## src/rtl/pfla_pkg.sv

```systemverilog
// ----------------------------------------------------------------------------
// Page free list allocator package
// Shared widths, status codes and controller/datapath structs.
// ----------------------------------------------------------------------------
package pfla_pkg;

  localparam int MAX_PAGES = 1024;
  localparam int PAGE_W    = 10;
  localparam int COUNT_W   = $clog2(MAX_PAGES + 1);

  localparam logic CMD_ALLOC = 1'b0;
  localparam logic CMD_FREE  = 1'b1;

  typedef enum logic [1:0] {
    STATUS_OK     = 2'd0,
    STATUS_HEADER = 2'd1,
    STATUS_RANGE  = 2'd2,
    STATUS_FULL   = 2'd3
  } status_e;

  typedef enum logic [1:0] {
    SEL_ZERO = 2'd0,
    SEL_BUMP = 2'd1,
    SEL_HEAD = 2'd2
  } out_sel_e;

  // Commands from the controller to the datapath.
  typedef struct packed {
    logic     ram_rd;
    logic     pop;
    logic     push;
    logic     bump;
    logic     load_out;
    out_sel_e out_sel;
    status_e  out_status;
  } ctrl_cmd_t;

  // Status from the datapath to the controller.
  typedef struct packed {
    logic req_valid;
    logic req_cmd;
    logic head_nz;
    logic count_full;
    logic pid_header;
    logic pid_range;
    logic out_busy;
  } dp_sts_t;

endpackage

```

## src/rtl/pfla_ctrl.sv

```systemverilog
// ----------------------------------------------------------------------------
// Page free list allocator controller
// Decodes each request and sequences the link memory read for a pop.
// ----------------------------------------------------------------------------
module pfla_ctrl (
  input  logic                clk_i,
  input  logic                rst_ni,
  input  pfla_pkg::dp_sts_t   sts_i,
  output logic                req_ready_o,
  output pfla_pkg::ctrl_cmd_t cmd_o
);
  import pfla_pkg::*;

  localparam logic ST_IDLE = 1'b0;
  localparam logic ST_POP  = 1'b1;

  logic state_q, state_d;
  logic accept;

  // A new request may enter once the response register is free or draining.
  assign req_ready_o = (state_q == ST_IDLE) && !sts_i.out_busy;
  assign accept      = req_ready_o && sts_i.req_valid;

  always_comb begin
    state_d          = state_q;
    cmd_o.ram_rd     = 1'b0;
    cmd_o.pop        = 1'b0;
    cmd_o.push       = 1'b0;
    cmd_o.bump       = 1'b0;
    cmd_o.load_out   = 1'b0;
    cmd_o.out_sel    = SEL_ZERO;
    cmd_o.out_status = STATUS_OK;
    case (state_q)
      ST_IDLE: begin
        if (accept) begin
          if (sts_i.req_cmd == CMD_ALLOC) begin
            if (sts_i.head_nz) begin
              cmd_o.ram_rd = 1'b1;
              state_d      = ST_POP;
            end else if (!sts_i.count_full) begin
              cmd_o.bump     = 1'b1;
              cmd_o.load_out = 1'b1;
              cmd_o.out_sel  = SEL_BUMP;
            end else begin
              cmd_o.load_out   = 1'b1;
              cmd_o.out_status = STATUS_FULL;
            end
          end else begin
            cmd_o.load_out = 1'b1;
            if (sts_i.pid_header) begin
              cmd_o.out_status = STATUS_HEADER;
            end else if (sts_i.pid_range) begin
              cmd_o.out_status = STATUS_RANGE;
            end else begin
              cmd_o.push = 1'b1;
            end
          end
        end
      end
      ST_POP: begin
        // The link of the old head is now on the read port.
        cmd_o.pop      = 1'b1;
        cmd_o.load_out = 1'b1;
        cmd_o.out_sel  = SEL_HEAD;
        state_d        = ST_IDLE;
      end
      default: begin
        state_d = ST_IDLE;
      end
    endcase
  end

  always_ff @(posedge clk_i or negedge rst_ni) begin
    if (!rst_ni) begin
      state_q <= ST_IDLE;
    end else begin
      state_q <= state_d;
    end
  end

`ifndef SYNTHESIS
  a_pop_after_read: assert property (@(posedge clk_i) disable iff (!rst_ni)
    cmd_o.ram_rd |=> (state_q == ST_POP) && cmd_o.pop)
    else $error("pop did not follow a link read");

  a_no_overwrite: assert property (@(posedge clk_i) disable iff (!rst_ni)
    cmd_o.load_out |-> !sts_i.out_busy)
    else $error("response register loaded while still held");

  a_rd_wr_exclusive: assert property (@(posedge clk_i) disable iff (!rst_ni)
    !(cmd_o.ram_rd && cmd_o.push))
    else $error("link read and write in one cycle");

  a_push_needs_free: assert property (@(posedge clk_i) disable iff (!rst_ni)
    cmd_o.push |-> sts_i.req_cmd == CMD_FREE && !sts_i.pid_header && !sts_i.pid_range)
    else $error("push of an invalid page");
`endif

endmodule

```

## config.mk

```make
export PLATFORM = sky130hd
export DESIGN_NAME = pfla_ctrl
export DESIGN_NICKNAME = d
export VERILOG_FILES = /design/src/rtl/pfla_pkg.sv /design/src/rtl/pfla_ctrl.sv
export SDC_FILE = /design/constraint.sdc
export NUM_CORES = 1
export LEC_CHECK = 0
export ABC_AREA = 1
export BUFFER_PORTS_ARGS = -buffer_cell sky130_fd_sc_hd__buf_2
export CAP_MARGIN = 20
export CORE_AREA = 5 5 42 44
export DETAILED_ROUTE_END_ITERATION = 12
export DIE_AREA = 0 0 47 49
export PLACE_DENSITY_LB_ADDON = 0.15
export SLEW_MARGIN = 0
export SYNTH_ARGS = -nofsm -noshare
export SYNTH_HDL_FRONTEND = slang
export SYNTH_SLANG_ARGS = --single-unit
```

## constraint.sdc

```tcl
create_clock -name clk_i -period 2.6 [get_ports clk_i]
set_clock_uncertainty 0.15 [all_clocks]
set_input_delay 0.52 -clock clk_i [delete_from_list [all_inputs] [get_ports clk_i]]
set_output_delay 0.52 -clock clk_i [all_outputs]
set_load 0.02 [all_outputs]
```

==> flow_summary_export.csv <==
group,metric,value,unit
timing,setup_viol,0,
floorplan,start_util,0.113,
global_routing,first_global_vias,184,
flow_run,cap_violations,0,
run_status,status,"completed",
global_routing,antenna_found_initial,0,
routing,vias,189,
global_routing,grt_pass1_wl,752,µm
cts,path_clk_slew,0,ns
global_routing,grtUsageTotal,0.0393,
yosys,syn-num-nets,35,
cts,cts.hold.buffers_added,0,
setup_path,cp.arrival,1.19,ns
setup_path,critPathCaptureType,"output pin",
yosys,syn_area,159,µm²
yosys,synth-seq-area-share,0.157,
yosys,synth.avg_cell_area,6.11,µm²
finish,largest_reg_flops,1,
floorplan,dieWidth,47,µm
routing,route.detailed.drc,0,
floorplan,fp.dieArea,2300,µm²
setup_path,critical_path_class,"in2out",
routing,drt_wl_total,460,µm
timing,hold_viol_final,0,
yosys,yosys-top-cells-area,"buf_4 (19%), nand2_1 (19%), dfrtp_1 (16%), nor3_2 (13%), nor2_1 (12%)",
global_routing,grt-ovfl-total,0,
yosys,synth_top_area_frac,0.189,
global_routing,grt_start_max_net_pins,7,
placement,dp.final_hpwl,424,µm
timing,slew_headroom,0.899,
setup_path,path_cells,"buf_2 > nor2_2 > nand2_2 > nor3_2 > buf_2",
timing,maxSlewViolCount,0,
finish,largest_registers,"state_q: 1 flops",
setup_path,cpPeakStageDelay,0.19,ns
yosys,yosysUniqueCellTypes,10,
floorplan,io_pins,19,
timing,hold-worst-slack,0.146,ns
power,power_density,205,nW/µm²
routing,drt_iter0_drc,4,
routing,drt_pass1_iterations,4,
setup_path,startpoint_type,"input pin",
power,vdd.ir_drop.worst,0.0437,mV
finish,largest_register,"state_q",
placement,place_ws,0.724,ns
yosys,yosysTopAreaCell,"buf_4",
timing,timing.setup.tns,0,ns
timing,period_needed,1.86,ns
yosys,ys_ff_latch,1,
yosys,yosys_warnings,0,
routing,antenna_left,0,
setup_path,cp_data_required_time,1.93,ns
finish,syn_to_final_growth,50.4,%
placement,place_congestion,0.689,
finish,fin_nets,51,
timing,fmax,0.539,GHz
floorplan,num_rows,14,
timing,setup_slack,0.744,ns
setup_path,reg2reg_slack,1.60,ns
yosys,syn_inst,26,
finish,fillerInstances,172,
timing,worstMarginPinSlew,0.151,ns
finish,fin_util,0.171,
floorplan,dieHeight,49,µm
worst_hold_path,min_path_type,"in2async",
timing,rsz0062_at_grt,"false",
cts,worstSkewPairLatency,0,ns
timing,fin_crit_sh,0.714,
placement,portBuffers,18,
finish,drive_gt1_frac,0.600,
finish,diodes,0,
setup_path,cpMostUsedCell,"buf_2",
floorplan,core-area,1400,µm²
power,leakagePower,0.156,nW
setup_path,path_max_fanout,6,
setup_path,critPathSlowestCell,"buf_2",
cts,cts_setup_buffers,0,
cts,cts_resized,0,
routing,wl_per_cell,8.21,µm
routing,via_per_inst,3.38,
[where the power goes]
| part | internal [W] | total, W | leakage, nW | switching, W |
|---|---|---|---|---|
| Combinational | 0.0000123 | 0.0000323 | 0.143 | 0.0000200 |
| Clock | 0 | 0 | 0 | 0 |
| Sequential | 0.0000162 | 0.0000167 | 0.0137 | 0.000000448 |
[cells in the mapped netlist]
library cell  instances
nor2_1                5
nor2_2                1
dfrtp_1               1
nor3_2                2
inv_2                 1
inv_1                 2
nand2_2               1
nand2_1               8
buf_4                 4
o21bai_2              1
[final timing paths]
check,from,endpoint,cells past startpoint
setup / recovery,sts_i[0],cmd_o[8],5
hold / removal,rst_ni,state_q,1
setup reg to reg,state_q,state_q,3
hold reg to reg,state_q,state_q,3
max in group asynchronous,rst_ni,state_q,1
min in group clk_i,state_q,state_q,3
[kinds of logic (layout without fill, tap and decap cells)]
kind of cell,count (synthesis),after routing,share of synthesized area
buf+inv,7,21,0.260
flops,1,1,0.157
compound gates,1,1,0.0709
simple gates,17,17,0.512
[worst max-delay path: cells and delay by family]
kind,cells,cell delay (ns)
buffers and inverters,2,0.29
AND/OR/NAND/NOR,3,0.38
[final cells by class]
type                    instances  area (µm²)  area share
flip-flops and latches          1        25.0       0.105
multi-input cells              18        92.6       0.387
well taps                      16        20.0      0.0838
inverters                       3        11.3      0.0471
repair buffers                 18        90.1       0.377
[cell usage in the layout (no fill, tap or decap)]
| cell | n |
|---|---|
| inv_2 | 1 |
| buf_2 | 18 |
| nor3_2 | 2 |
| o21bai_2 | 1 |
| dfrtp_1 | 1 |
| nor2_1 | 5 |
| nand2_1 | 8 |
| inv_1 | 2 |
| nand2_2 | 1 |
| nor2_2 | 1 |
[per-stage QoR]
step	cells	total power [W]	area (µm²)
6_report	56	0.0000490	239
5_1_grt	56	0.0000528	239
4_1_cts	56	0.0000494	239
3_5_place_dp	56	0.0000493	239
3_3_place_gp	56	0.0000496	239
2_1_floorplan	26	0.0000369	159
[routing by layer]
layer | up-vias | part of all wire | GRT usage
met5 | - | 0 | 0
met1 | 70 | 0.45 | 0.0588
li1 | 102 | - | -
met4 | 0 | 0 | 0
met2 | 17 | 0.30 | 0.0588
met3 | 0 | 0.25 | 0.0111
No activity file was read; power rests on OpenSTA's default activity.
